[config.mk]
export PLATFORM = sky130hd
export DESIGN_NAME = triangle_span_rasterizer_flat
export DESIGN_NICKNAME = d
export VERILOG_FILES = /design/src/rtl/core/tsr_pkg.sv /design/src/rtl/core/tsr_if.sv /design/src/rtl/core/tsr_divider.sv /design/src/rtl/core/triangle_span_rasterizer.sv /design/src/flat_wrapper.sv
export SDC_FILE = /design/constraint.sdc
export NUM_CORES = 2
export LEC_CHECK = 0
export BUFFER_PORTS_ARGS = -buffer_cell sky130_fd_sc_hd__buf_2
export CAP_MARGIN = 40
export CORE_ASPECT_RATIO = 0.7
export CORE_MARGIN = 3
export CORE_UTILIZATION = 60
export DETAILED_ROUTE_END_ITERATION = 12
export GPL_TIMING_DRIVEN = 0
export PLACE_DENSITY = 0.82
export REMOVE_ABC_BUFFERS = 1
export SETUP_SLACK_MARGIN = 0.02
export SYNTH_ARGS = -nofsm -noshare
export SYNTH_HDL_FRONTEND = slang
export SYNTH_SLANG_ARGS = --single-unit
[constraint.sdc]
create_clock -name clk_i -period 10.3 [get_ports clk_i]
set_clock_uncertainty 0.2 [all_clocks]
set_input_delay 0.515 -clock clk_i [delete_from_list [all_inputs] [get_ports clk_i]]
set_output_delay 0.515 -clock clk_i [all_outputs]
set_load 0.02 [all_outputs]
[src/rtl/core/tsr_pkg.sv]
`timescale 1ns / 1ps
package tsr_pkg;

  localparam int COORD_BITS  = 16;
  localparam int FRAC_BITS   = 16;
  localparam int COLOUR_BITS = 8;

  // divider operands: a coordinate difference scaled by 2^FRAC_BITS over a coordinate difference
  localparam int DVS_W   = COORD_BITS + 1;
  localparam int DVD_W   = DVS_W + FRAC_BITS;
  localparam int SLOPE_W = DVD_W + 1;
  localparam int WALK_W  = COORD_BITS + FRAC_BITS + 8;
  localparam int PROD_W  = FRAC_BITS + 1 + DVS_W;
  localparam int SUM_W   = PROD_W + 1;
  localparam int CNT_W   = $clog2(DVD_W);

  localparam logic [COLOUR_BITS-1:0] HELD_COLOUR_RST = COLOUR_BITS'(2);

  localparam logic ACT_START   = 1'b0;
  localparam logic ACT_ADVANCE = 1'b1;

  typedef enum logic [1:0] {
    PH_IDLE,
    PH_LOWER,
    PH_UPPER
  } phase_e;

  typedef enum logic [2:0] {
    ST_IDLE,
    ST_PLAN,
    ST_QDIV,
    ST_QWAIT,
    ST_MUL,
    ST_SUM,
    ST_SDIV,
    ST_SWAIT
  } seq_e;

  typedef struct packed {
    logic                    start;
    logic signed [DVD_W-1:0] dividend;
    logic signed [DVS_W-1:0] divisor;
  } div_req_t;

  typedef struct packed {
    logic                      done;
    logic signed [SLOPE_W-1:0] quotient;
  } div_rsp_t;

endpackage

[src/rtl/core/tsr_if.sv]
`timescale 1ns / 1ps
interface tsr_in_if import tsr_pkg::*; ();
  logic                         valid;
  logic                         ready;
  logic                         action;
  logic signed [COORD_BITS-1:0] ax;
  logic signed [COORD_BITS-1:0] ay;
  logic signed [COORD_BITS-1:0] bx;
  logic signed [COORD_BITS-1:0] by_coord;
  logic signed [COORD_BITS-1:0] cx;
  logic signed [COORD_BITS-1:0] cy;
  logic [COLOUR_BITS-1:0]       fill_colour;

  modport source (output valid, action, ax, ay, bx, by_coord, cx, cy, fill_colour,
                  input ready);
  modport sink (input valid, action, ax, ay, bx, by_coord, cx, cy, fill_colour,
                output ready);
endinterface

interface tsr_out_if import tsr_pkg::*; ();
  logic                         valid;
  logic                         ready;
  logic signed [COORD_BITS-1:0] span_x_first;
  logic signed [COORD_BITS-1:0] span_x_second;
  logic signed [COORD_BITS-1:0] span_y;
  logic [COLOUR_BITS-1:0]       span_colour;
  logic                         span_last;

  modport source (output valid, span_x_first, span_x_second, span_y, span_colour, span_last,
                  input ready);
  modport sink (input valid, span_x_first, span_x_second, span_y, span_colour, span_last,
                output ready);
endinterface

[src/rtl/core/tsr_divider.sv]
`timescale 1ns / 1ps
module tsr_divider import tsr_pkg::*; (
  input  logic     clk_i,
  input  logic     rst_ni,
  input  div_req_t req_i,
  output div_rsp_t rsp_o
);

  logic                      busy_q, busy_d;
  logic                      done_q, done_d;
  logic [CNT_W-1:0]          cnt_q, cnt_d;
  logic [DVS_W:0]            rem_q, rem_d;
  logic [DVD_W-1:0]          quo_q, quo_d;
  logic [DVS_W-1:0]          dvs_q, dvs_d;
  logic                      neg_q, neg_d;
  logic                      zero_q, zero_d;
  logic signed [SLOPE_W-1:0] res_q, res_d;

  logic [DVS_W:0]   rem_sh;
  logic             ge;
  logic [DVD_W-1:0] quo_step;
  logic [SLOPE_W-1:0] mag_ext;

  always_comb begin
    rem_sh   = {rem_q[DVS_W-1:0], quo_q[DVD_W-1]};
    ge       = rem_sh >= {1'b0, dvs_q};
    quo_step = {quo_q[DVD_W-2:0], ge};
    mag_ext  = SLOPE_W'(quo_step);

    busy_d = busy_q;
    done_d = 1'b0;
    cnt_d  = cnt_q;
    rem_d  = rem_q;
    quo_d  = quo_q;
    dvs_d  = dvs_q;
    neg_d  = neg_q;
    zero_d = zero_q;
    res_d  = res_q;

    if (req_i.start) begin
      busy_d = 1'b1;
      cnt_d  = '0;
      rem_d  = '0;
      quo_d  = req_i.dividend[DVD_W-1] ? (~req_i.dividend + DVD_W'(1)) : req_i.dividend;
      dvs_d  = req_i.divisor[DVS_W-1] ? (~req_i.divisor + DVS_W'(1)) : req_i.divisor;
      neg_d  = req_i.dividend[DVD_W-1] ^ req_i.divisor[DVS_W-1];
      zero_d = req_i.divisor == '0;
    end else if (busy_q) begin
      rem_d = ge ? (rem_sh - {1'b0, dvs_q}) : rem_sh;
      quo_d = quo_step;
      cnt_d = cnt_q + CNT_W'(1);
      if (cnt_q == CNT_W'(DVD_W - 1)) begin
        busy_d = 1'b0;
        done_d = 1'b1;
        // a zero divisor gives a zero slope
        if (zero_q) res_d = '0;
        else        res_d = neg_q ? $signed(~mag_ext + SLOPE_W'(1)) : $signed(mag_ext);
      end
    end
  end

  always_ff @(posedge clk_i or negedge rst_ni) begin
    if (!rst_ni) begin
      busy_q <= 1'b0;
      done_q <= 1'b0;
      cnt_q  <= '0;
    end else begin
      busy_q <= busy_d;
      done_q <= done_d;
      cnt_q  <= cnt_d;
    end
  end

  always_ff @(posedge clk_i) begin
    rem_q  <= rem_d;
    quo_q  <= quo_d;
    dvs_q  <= dvs_d;
    neg_q  <= neg_d;
    zero_q <= zero_d;
    res_q  <= res_d;
  end

  assign rsp_o.done     = done_q;
  assign rsp_o.quotient = res_q;

endmodule

[src/rtl/core/triangle_span_rasterizer.sv]
`timescale 1ns / 1ps
// Advance transaction: span lands in the output register at the accepting edge,
//   one advance per cycle while the output side keeps taking spans.
// Start transaction: accepts are spaced by the passes through the one bit-per-cycle shared
//   divider, five in the general case and four with a flat edge; not ready meanwhile.
// Reset (asynchronous, active low): idle, walkers and row zero, held colour 2.
module triangle_span_rasterizer import tsr_pkg::*; (
  input  logic      clk_i,
  input  logic      rst_ni,
  tsr_in_if.sink    in_i,
  tsr_out_if.source out_o
);

  seq_e   st_q, st_d;
  phase_e phase_q, phase_d;

  logic signed [COORD_BITS-1:0] vx_q [3];
  logic signed [COORD_BITS-1:0] vy_q [3];
  logic signed [COORD_BITS-1:0] sx [3];
  logic signed [COORD_BITS-1:0] sy [3];
  logic signed [COORD_BITS-1:0] tx, ty;

  logic signed [SLOPE_W-1:0] slope_q [4];
  logic [1:0]                slot_q, slot_d;
  logic                      flat_top_q, flat_top_d;
  logic signed [FRAC_BITS:0] q_q, q_d;
  logic signed [PROD_W-1:0]  prod_q, prod_d;
  logic signed [DVS_W-1:0]   split_q, split_d;

  logic signed [WALK_W-1:0]     walk_l_q, walk_l_d;
  logic signed [WALK_W-1:0]     walk_r_q, walk_r_d;
  logic signed [COORD_BITS-1:0] row_q, row_d;
  logic [COLOUR_BITS-1:0]       colour_q;

  logic                         out_valid_q, out_valid_d;
  logic signed [COORD_BITS-1:0] out_xl_q, out_xr_q, out_y_q;
  logic [COLOUR_BITS-1:0]       out_col_q;
  logic                         out_last_q, out_last_d;

  div_req_t div_req;
  div_rsp_t div_rsp;

  logic accept, adv_emit, slope_we;

  logic signed [DVS_W-1:0] dy21, dy31, dy32, dx31, op_dx, op_dy;
  logic signed [SUM_W-1:0] sum_s;
  logic [SUM_W-1:0]        sum_adj;
  logic [WALK_W-1:0]       wl_adj, wr_adj;
  logic signed [WALK_W-1:0] x3_walk, x1_walk;

  tsr_divider u_div (
    .clk_i  (clk_i),
    .rst_ni (rst_ni),
    .req_i  (div_req),
    .rsp_o  (div_rsp)
  );

  assign in_i.ready = (st_q == ST_IDLE) && (!out_valid_q || out_o.ready);
  assign accept     = in_i.valid && in_i.ready;
  assign adv_emit   = accept && (in_i.action == ACT_ADVANCE) && (phase_q != PH_IDLE);

  // sort by y with three compare-and-swap steps, swapping on strictly greater only
  always_comb begin
    tx = '0;
    ty = '0;
    sx[0] = in_i.ax; sy[0] = in_i.ay;
    sx[1] = in_i.bx; sy[1] = in_i.by_coord;
    sx[2] = in_i.cx; sy[2] = in_i.cy;
    if (sy[0] > sy[1]) begin
      tx = sx[0]; ty = sy[0]; sx[0] = sx[1]; sy[0] = sy[1]; sx[1] = tx; sy[1] = ty;
    end
    if (sy[0] > sy[2]) begin
      tx = sx[0]; ty = sy[0]; sx[0] = sx[2]; sy[0] = sy[2]; sx[2] = tx; sy[2] = ty;
    end
    if (sy[1] > sy[2]) begin
      tx = sx[1]; ty = sy[1]; sx[1] = sx[2]; sy[1] = sy[2]; sx[2] = tx; sy[2] = ty;
    end
  end

  always_comb begin
    dy21 = DVS_W'(vy_q[1]) - DVS_W'(vy_q[0]);
    dy31 = DVS_W'(vy_q[2]) - DVS_W'(vy_q[0]);
    dy32 = DVS_W'(vy_q[2]) - DVS_W'(vy_q[1]);
    dx31 = DVS_W'(vx_q[2]) - DVS_W'(vx_q[0]);
    case (slot_q)
      2'd0: begin op_dx = DVS_W'(vx_q[1]) - DVS_W'(vx_q[0]); op_dy = dy21; end
      2'd1: begin op_dx = split_q - DVS_W'(vx_q[0]);         op_dy = dy21; end
      2'd2: begin
        op_dx = DVS_W'(vx_q[2]) - DVS_W'(flat_top_q ? vx_q[0] : vx_q[1]);
        op_dy = dy32;
      end
      default: begin op_dx = DVS_W'(vx_q[2]) - split_q; op_dy = dy32; end
    endcase
    sum_s   = SUM_W'($signed({vx_q[0], {FRAC_BITS{1'b0}}})) + SUM_W'(prod_q);
    // truncate toward zero: bias negative sums before dropping the fraction
    sum_adj = sum_s + (sum_s[SUM_W-1] ? SUM_W'((1 << FRAC_BITS) - 1) : SUM_W'(0));
    x1_walk = WALK_W'($signed({vx_q[0], {FRAC_BITS{1'b0}}}));
    x3_walk = WALK_W'($signed({vx_q[2], {FRAC_BITS{1'b0}}}));
    wl_adj  = walk_l_q + (walk_l_q[WALK_W-1] ? WALK_W'((1 << FRAC_BITS) - 1) : WALK_W'(0));
    wr_adj  = walk_r_q + (walk_r_q[WALK_W-1] ? WALK_W'((1 << FRAC_BITS) - 1) : WALK_W'(0));
  end

  // sequencer
  always_comb begin
    st_d       = st_q;
    slot_d     = slot_q;
    flat_top_d = flat_top_q;
    q_d        = q_q;
    prod_d     = prod_q;
    split_d    = split_q;
    slope_we   = 1'b0;
    div_req.start    = 1'b0;
    div_req.dividend = $signed({op_dx, {FRAC_BITS{1'b0}}});
    div_req.divisor  = op_dy;

    unique case (st_q)
      ST_IDLE: begin
        if (accept && in_i.action == ACT_START) st_d = ST_PLAN;
      end
      ST_PLAN: begin
        slot_d     = '0;
        flat_top_d = (vy_q[0] == vy_q[1]) && (vy_q[1] != vy_q[2]);
        if (vy_q[1] == vy_q[2]) begin
          split_d = DVS_W'(vx_q[2]);
          st_d    = ST_SDIV;
        end else if (vy_q[0] == vy_q[1]) begin
          split_d = DVS_W'(vx_q[1]);
          st_d    = ST_SDIV;
        end else begin
          st_d = ST_QDIV;
        end
      end
      ST_QDIV: begin
        div_req.start    = 1'b1;
        div_req.dividend = $signed({dy21, {FRAC_BITS{1'b0}}});
        div_req.divisor  = dy31;
        st_d             = ST_QWAIT;
      end
      ST_QWAIT: begin
        if (div_rsp.done) begin
          q_d  = div_rsp.quotient[FRAC_BITS:0];
          st_d = ST_MUL;
        end
      end
      ST_MUL: begin
        prod_d = PROD_W'(q_q) * PROD_W'(dx31);
        st_d   = ST_SUM;
      end
      ST_SUM: begin
        split_d = sum_adj[FRAC_BITS +: DVS_W];
        st_d    = ST_SDIV;
      end
      ST_SDIV: begin
        div_req.start = 1'b1;
        st_d          = ST_SWAIT;
      end
      ST_SWAIT: begin
        if (div_rsp.done) begin
          slope_we = 1'b1;
          slot_d   = slot_q + 2'd1;
          st_d     = (slot_q == 2'd3) ? ST_IDLE : ST_SDIV;
        end
      end
      default: st_d = ST_IDLE;
    endcase
  end

  // span walkers
  always_comb begin
    phase_d     = phase_q;
    walk_l_d    = walk_l_q;
    walk_r_d    = walk_r_q;
    row_d       = row_q;
    out_last_d  = 1'b0;
    out_valid_d = out_valid_q && !out_o.ready;

    if (st_q == ST_PLAN) begin
      if (vy_q[0] == vy_q[1] && vy_q[1] != vy_q[2]) begin
        phase_d  = PH_UPPER;
        row_d    = vy_q[2];
        walk_l_d = x3_walk;
        walk_r_d = x3_walk;
      end else begin
        phase_d  = PH_LOWER;
        row_d    = vy_q[0];
        walk_l_d = x1_walk;
        walk_r_d = x1_walk;
      end
    end else if (accept && in_i.action == ACT_START) begin
      // drop any running triangle
      phase_d = PH_IDLE;
    end else if (adv_emit) begin
      out_valid_d = 1'b1;
      if (phase_q == PH_LOWER) begin
        if (row_q >= vy_q[1]) begin
          if (vy_q[2] > vy_q[1]) begin
            phase_d  = PH_UPPER;
            row_d    = vy_q[2];
            walk_l_d = x3_walk;
            walk_r_d = x3_walk;
          end else begin
            phase_d    = PH_IDLE;
            out_last_d = 1'b1;
          end
        end else begin
          row_d    = row_q + COORD_BITS'(1);
          walk_l_d = walk_l_q + WALK_W'(slope_q[0]);
          walk_r_d = walk_r_q + WALK_W'(slope_q[1]);
        end
      end else begin
        if (DVS_W'(row_q) <= DVS_W'(vy_q[1]) + DVS_W'(1)) begin
          phase_d    = PH_IDLE;
          out_last_d = 1'b1;
        end else begin
          row_d    = row_q - COORD_BITS'(1);
          walk_l_d = walk_l_q - WALK_W'(slope_q[2]);
          walk_r_d = walk_r_q - WALK_W'(slope_q[3]);
        end
      end
    end
  end

  always_ff @(posedge clk_i or negedge rst_ni) begin
    if (!rst_ni) begin
      st_q        <= ST_IDLE;
      phase_q     <= PH_IDLE;
      walk_l_q    <= '0;
      walk_r_q    <= '0;
      row_q       <= '0;
      colour_q    <= HELD_COLOUR_RST;
      out_valid_q <= 1'b0;
      slot_q      <= '0;
      split_q     <= '0;
    end else begin
      st_q        <= st_d;
      phase_q     <= phase_d;
      walk_l_q    <= walk_l_d;
      walk_r_q    <= walk_r_d;
      row_q       <= row_d;
      out_valid_q <= out_valid_d;
      slot_q      <= slot_d;
      split_q     <= split_d;
      if (accept && in_i.action == ACT_START) colour_q <= in_i.fill_colour;
    end
  end

  always_ff @(posedge clk_i) begin
    flat_top_q <= flat_top_d;
    q_q        <= q_d;
    prod_q     <= prod_d;
    if (accept && in_i.action == ACT_START) begin
      for (int i = 0; i < 3; i++) begin
        vx_q[i] <= sx[i];
        vy_q[i] <= sy[i];
      end
    end
    if (slope_we) slope_q[slot_q] <= div_rsp.quotient;
    if (adv_emit) begin
      out_xl_q   <= wl_adj[FRAC_BITS +: COORD_BITS];
      out_xr_q   <= wr_adj[FRAC_BITS +: COORD_BITS];
      out_y_q    <= row_q;
      out_col_q  <= colour_q;
      out_last_q <= out_last_d;
    end
  end

  assign out_o.valid         = out_valid_q;
  assign out_o.span_x_first  = out_xl_q;
  assign out_o.span_x_second = out_xr_q;
  assign out_o.span_y        = out_y_q;
  assign out_o.span_colour   = out_col_q;
  assign out_o.span_last     = out_last_q;

endmodule
[src/flat_wrapper.sv]
// flat-port wrapper written by rule: the top's interface ports become plain ports
module triangle_span_rasterizer_flat import tsr_pkg::*;
  (clk_i, rst_ni, in_i_valid, in_i_action, in_i_ax, in_i_ay, in_i_bx, in_i_by_coord, in_i_cx, in_i_cy, in_i_fill_colour, in_i_ready, out_o_valid, out_o_span_x_first, out_o_span_x_second, out_o_span_y, out_o_span_colour, out_o_span_last, out_o_ready);
  tsr_in_if in_i_i ();
  tsr_out_if out_o_i ();
  input  logic clk_i;
  input  logic rst_ni;
  input wire logic [$bits(in_i_i.valid)-1:0] in_i_valid;
  input wire logic [$bits(in_i_i.action)-1:0] in_i_action;
  input wire logic [$bits(in_i_i.ax)-1:0] in_i_ax;
  input wire logic [$bits(in_i_i.ay)-1:0] in_i_ay;
  input wire logic [$bits(in_i_i.bx)-1:0] in_i_bx;
  input wire logic [$bits(in_i_i.by_coord)-1:0] in_i_by_coord;
  input wire logic [$bits(in_i_i.cx)-1:0] in_i_cx;
  input wire logic [$bits(in_i_i.cy)-1:0] in_i_cy;
  input wire logic [$bits(in_i_i.fill_colour)-1:0] in_i_fill_colour;
  output wire logic [$bits(in_i_i.ready)-1:0] in_i_ready;
  output wire logic [$bits(out_o_i.valid)-1:0] out_o_valid;
  output wire logic [$bits(out_o_i.span_x_first)-1:0] out_o_span_x_first;
  output wire logic [$bits(out_o_i.span_x_second)-1:0] out_o_span_x_second;
  output wire logic [$bits(out_o_i.span_y)-1:0] out_o_span_y;
  output wire logic [$bits(out_o_i.span_colour)-1:0] out_o_span_colour;
  output wire logic [$bits(out_o_i.span_last)-1:0] out_o_span_last;
  input wire logic [$bits(out_o_i.ready)-1:0] out_o_ready;
  assign in_i_i.valid = in_i_valid;
  assign in_i_i.action = in_i_action;
  assign in_i_i.ax = in_i_ax;
  assign in_i_i.ay = in_i_ay;
  assign in_i_i.bx = in_i_bx;
  assign in_i_i.by_coord = in_i_by_coord;
  assign in_i_i.cx = in_i_cx;
  assign in_i_i.cy = in_i_cy;
  assign in_i_i.fill_colour = in_i_fill_colour;
  assign in_i_ready = in_i_i.ready;
  assign out_o_valid = out_o_i.valid;
  assign out_o_span_x_first = out_o_i.span_x_first;
  assign out_o_span_x_second = out_o_i.span_x_second;
  assign out_o_span_y = out_o_i.span_y;
  assign out_o_span_colour = out_o_i.span_colour;
  assign out_o_span_last = out_o_i.span_last;
  assign out_o_i.ready = out_o_ready;
  triangle_span_rasterizer u_core (.clk_i(clk_i), .rst_ni(rst_ni), .in_i(in_i_i), .out_o(out_o_i));
endmodule
* Word-level counts from Yosys, hierarchy flattened
Memory sizes are Yosys's and may differ from the RTL's.
Index checks and enable logic that the tools add are counted.
** Storage, ports and cells
- Bits in writable memories :: 232
- Flip-flop bits (word level) :: 349
- Output and inout port bits :: 59
- Memories kept :: 3
- Input port bits :: 109
- Word-level logic and storage cells :: 210
** Memory list
- u_core.slope_q :: depth 4, bits a word 34, rd ports 4, clocked after memory_dff 0, write ports 1, RTL line triangle_span_rasterizer.sv:23 : logic signed [SLOPE_W-1:0] slope_q [4];
- u_core.vx_q :: depth 3, bits a word 16, rd ports 3, clocked after memory_dff 0, write ports 3, RTL line triangle_span_rasterizer.sv:17 : logic signed [COORD_BITS-1:0] vx_q [3];
- u_core.vy_q :: depth 3, bits a word 16, rd ports 3, clocked after memory_dff 0, write ports 3, RTL line triangle_span_rasterizer.sv:18 : logic signed [COORD_BITS-1:0] vy_q [3];
** Cells by class
- Eq/ne operators :: 23
- Multipliers :: 1
- $lt $le $gt $ge :: 7
- Reductions and logical operators :: 31
- Bitwise gates (word level) :: 7
- Multiplexer cells :: 85
- Add/subtract/negate cells :: 25
** Operators by type and width (number)
- $mux W40 :: 14
- $mux W16 :: 16
- $mux W33 :: 4
- $mux W32 :: 4
- $mux W17 :: 5
- $sub A16 B16 Y17 :: 5
- $add A40 B34 Y40 :: 2
- $sub A40 B34 Y40 :: 2
- $add A32 B32 Y32 :: 2
- $gt A16 B16 Y1 :: 4
- $pmux W17 S3 :: 1
- $mux W50 :: 1
- $add A32 B34 Y35 :: 1
- $add A34 B1 Y34 const B :: 1
- $mul A17 B17 Y34 :: 1
- $not A33 Y34 :: 1
- $pmux W17 S2 :: 1
- $sub A16 B17 Y17 :: 2
- $add A33 B2 Y33 const B :: 1
- $add A33 B33 Y33 :: 1
- $not A33 Y33 :: 1
- $eq A16 B16 Y1 :: 2
- $pmux W3 S8 :: 1
- $mux W1 :: 20
- other kinds (43) :: 86

* Logic depth before layout (Yosys ltp)
- Word-level depth :: 9
- Depth in mapped cells :: 36
- Gate-level depth less buffers :: 35

* Cells and area by module
Synthesis repeated with hierarchy kept, for this count alone.
** Second synthesis, totals
- Cell total of the unflattened synthesis :: 5977
- Area total of the unflattened synthesis :: 55380.6 um^2
** By module, submodules not included
- triangle_span_rasterizer :: area each 48592.9 um^2, sequential area each 13469.2 um^2, cells an instance 5281, instances 1
- tsr_divider :: area each 6787.8 um^2, sequential area each 3123.0 um^2, cells an instance 696, instances 1

* Worst setup path before layout
OpenSTA, ideal clock, no wires.
- Path type :: register to register
- From :: mem u_core.vx_q[0][0]
- To :: reg u_core.prod_q[33], data pin
- Buffers on the path :: 1
- Required time :: 9.829 ns
- Path slack :: 2.107 ns
- Period minus slack after synthesis :: 8.193 ns
- Data arrival time :: 7.722 ns
- Cell stages (with the launch flop) :: 34
- Library setup time :: 0.271 ns
- Cell sequence :: edfxtp_1 > ha_1 > fa_1 > nor2b_1 > o21ai_0 > a21boi_0 > o21ai_0 > a21oi_1 > o21ai_0 > nand2b_1 > a21oi_1 > xnor2_1 > clkbuf_1 > nand2_1 > fa_1 > inv_1 > fa_1 > fa_1 > fa_1 > fa_1 > inv_1 > fa_1 > inv_1 > ha_1 > a21o_1 > a21o_1 > a21oi_1 > nand2_1 > o211ai_1 > nand4_1 > o211ai_1 > nor2_1 > a2111oi_0 > xnor2_1
** RTL lines
- start, declared :: RTL line triangle_span_rasterizer.sv:17
- end signal, assigned :: RTL line triangle_span_rasterizer.sv:250 : prod_q <= prod_d;
- end, declared :: RTL line triangle_span_rasterizer.sv:27 : logic signed [PROD_W-1:0] prod_q, prod_d;

==> metrics.yaml <==
cts_root_buf: "clkbuf_16"
synth-seq-cells: 581
rrSetupSlack_ns: 0.48
numCtsBuffers: 58
ant_nets: 0
cts_tree: "built"
max-cap-violations: 0
synth_top_area_share_pct: 22.87
final_cell_area_mm2: 0.06158
final_nets: 7105
die_w_um: 371.4
yosysTopAreaCell: "edfxtp_1"
synth_edf_count: 427
num-fill-cells: 7035
path_clk_slew_ns: 0.07
synthCells: 6064
grt_usage_pct: 34.91
wl_um: 171300
multi_input_area_mm2: 0.03653
cp.buffers_inverters: 7
syn_area_mm2: 0.05608
crit_top_cell: "fa_1"
setup-tns-final_ns: 0
clkSinkCount: 581
ys_top_cells_by_area: "edfxtp_1 (23%), ha_1 (11%), fa_1 (11%)"
hpwl_um: 133600
initial_core_util_pct: 60.77
cp.required_ns: 10.49
clock_latency_ns: 0.69
period_share_pct: 95.33
die_h_um: 261.8
critPathMaxStageDelay_ns: 0.75
async_flop_share_pct: 23.58
p_leak_nw: 27.45
tightestPinTransition_ns: 1.029
yosys_warnings: 0
wire_per_inst_um: 22.95
finalCriticalPeriod_ns: 9.819
fin_cells: 7463
comb_power_share_pct: 22.2
power.density_mw_per_mm2: 105.6
critical_path_class: "reg -> reg"
io_pins: 168
hp-class: "in -> reg"
crit_arrival_ns: 10.01
end_kind: "flip-flop"
startpoint_type: "flip-flop"
antenna_found_initial: 2
fp.dieArea_mm2: 0.09722
synth.avg_cell_area_um2: 9.247
drc: 0
regArea_mm2: 0.01659
slowest_stage: "edfxtp_1"
first_iter_violations: 6281
critPathMaxFanout: 16
synth_ff_type: "edfxtp_1"
area_delta_synth_final_pct: 9.822
fmax_mhz: 101.8
gp_congestion: 1.035
grt_max_degree: 90
viasPerCell: 6.517
clock_power_share_pct: 36.6
status: "finished, final reports clean"
ys_seq_area_share_pct: 29.59
ys_types: 102
drive_above_1_share_pct: 8.577
slew_viol_final: 0
dr.pass1.iters: 10
relSlewSlack_pct: 30.78
place_inst: 7319
rsz0062_at_grt: "no"
htree_levels: 2
internal_power_mw: 4.537
fin_util_pct: 66.74
grt_overflow: 0
grt_pass1_vias: 46340
ir_drop_mv: 0.1276
rows: 93
switching_power_mw: 1.964
cts_setup_buffers: 0
dpl_cell_area_mm2: 0.05914
core-area_mm2: 0.09227
crit_family: "adder cells"
clock_path_buffers: 3
hold_viol: 0
seq_power_share_pct: 41.2
setup_viol: 0
portBuffers: 167
grt_pass1_wl_um: 264600
vias: 48630
swShare_pct: 30.21
==> worst paths after layout <==
path	from	cells after the start	to
min reg2reg	u_core.colour_q[2]	0	u_core.out_o.span_colour[2]
min	in_i_ax[13]	2	u_core.vx_q[0][45]
max	u_core.vx_q[0][32]	34	u_core.prod_q[33]
max reg2reg	u_core.vx_q[0][32]	34	u_core.prod_q[33]
max in group asynchronous	rst_ni	3	u_core.split_q[10]
min in group asynchronous	rst_ni	2	u_core.walk_l_q[36]
==> what timing repair did <==
action,CTS,global route
endpoints found under the hold margin,73,0
endpoints found under the setup margin,0,1
gates resized for setup,0,1
hold buffers,26,0
==> kinds of logic (layout without fill, tap and decap cells) <==
kind of cell | count (synthesis) | in the layout | synth area share (%)
AO/OA/AOI/OAI | 1600 | 1600 | 18.79
XOR/XNOR | 325 | 325 | 5.076
adder cells (fa/ha/maj) | 820 | 820 | 22.42
buffers and inverters | 846 | 1008 | 5.721
flip-flops | 581 | 581 | 29.59
multiplexers | 172 | 172 | 3.193
other | 0 | 2 | 0
AND/OR/NAND/NOR | 1720 | 1720 | 15.21
==> placed cells by master, fill, tap and decap left out, types with 65 or more instances in the layout <==
cell	count
nand3_1	144
o21ai_0	372
ha_1	512
xor2_1	106
or3_1	65
dfrtp_1	136
fa_1	308
inv_1	618
buf_2	174
nand2_1	469
a31oi_1	68
o21a_1	70
mux2i_1	116
xnor2_1	208
nand4_1	66
a21oi_1	370
nor2_1	341
and2_1	132
nor3_1	136
and3_1	68
nor2b_1	87
a21o_1	166
edfxtp_1	427
==> flip-flops by register name, summed over array words and instances, names as in the netlist, 17 cells and up <==
signal and flops:
u_core.slope_q 136, u_core.vy_q 48, u_core.walk_r_q 40, u_core.u_div.dvs_q 17, u_core.u_div.quo_q 33, u_core.walk_l_q 40
u_core.vx_q 48, u_core.u_div.res_q 34, u_core.u_div.rem_q 17, u_core.prod_q 34, u_core.split_q 17, u_core.q_q 17
==> final cells by class <==
cell class                      count  share of cell area [%]
Multi-Input combinational cell   4637                   59.31
Sequential cell                   581                   26.94
Timing Repair Buffer              277                   3.994
Inverter                          621                   3.789
Tap cell                         1235                   2.509
Clock buffer                       67                   2.477
Clock inverter                     43                  0.9712
Antenna cell                        2                0.008127
==> metrics by stage <==
step	power [mW]	hold slack [ns]	worst slack, ns
floorplan	3.638	0.01941	-5.530
global placement	4.013	0.2244	-11.15
detailed placement	4.098	0.2364	0.7374
CTS	6.450	0.001632	0.6130
global route	6.719	0.01756	0.06964
finish	6.501	0.02480	0.4811
==> worst reg2reg max path, delay by kind of cell, from the launching register on <==
family | cells | cell delay (ns)
and+or+nand+nor | 5 | 0.60
adders and majority gates | 9 | 4.02
AOI/OAI and AO/OA | 11 | 2.91
DFF | 1 | 0.75
xor gates and xnor gates | 2 | 0.44
buffers and inverters | 7 | 0.67
==> Yosys cell counts, drive strengths merged, types with 107 or more instances <==
| cell type | n |
|---|---|
| fa | 308 |
| a21oi | 375 |
| mux2i | 117 |
| nor3 | 138 |
| nand3 | 145 |
| xor2 | 107 |
| inv | 619 |
| dfrtp | 136 |
| nand2 | 473 |
| nor2 | 346 |
| a21o | 166 |
| ha | 512 |
| xnor2 | 218 |
| clkbuf | 183 |
| and2 | 136 |
| edfxtp | 427 |
| o21ai | 384 |
==> routing by layer <==
layer,up-vias,global-route usage [%],routed length [µm]
li1,22020,-,-
met5,-,1.233,170
met4,2,7.917,3677
met1,23400,52.30,73950
met2,2920,48.42,67850
met3,300,11.83,25660
==> power by group through the flow <==
stage	clock network, mW	logic [mW]	registers (mW)
global route	2.48	1.56	2.68
finish	2.38	1.44	2.68
global placement	0	1.30	2.72
CTS	2.39	1.40	2.67
detailed placement	0	1.38	2.72
floorplan	0	0.957	2.68
Note: power is estimated with default switching activity, not from simulation.
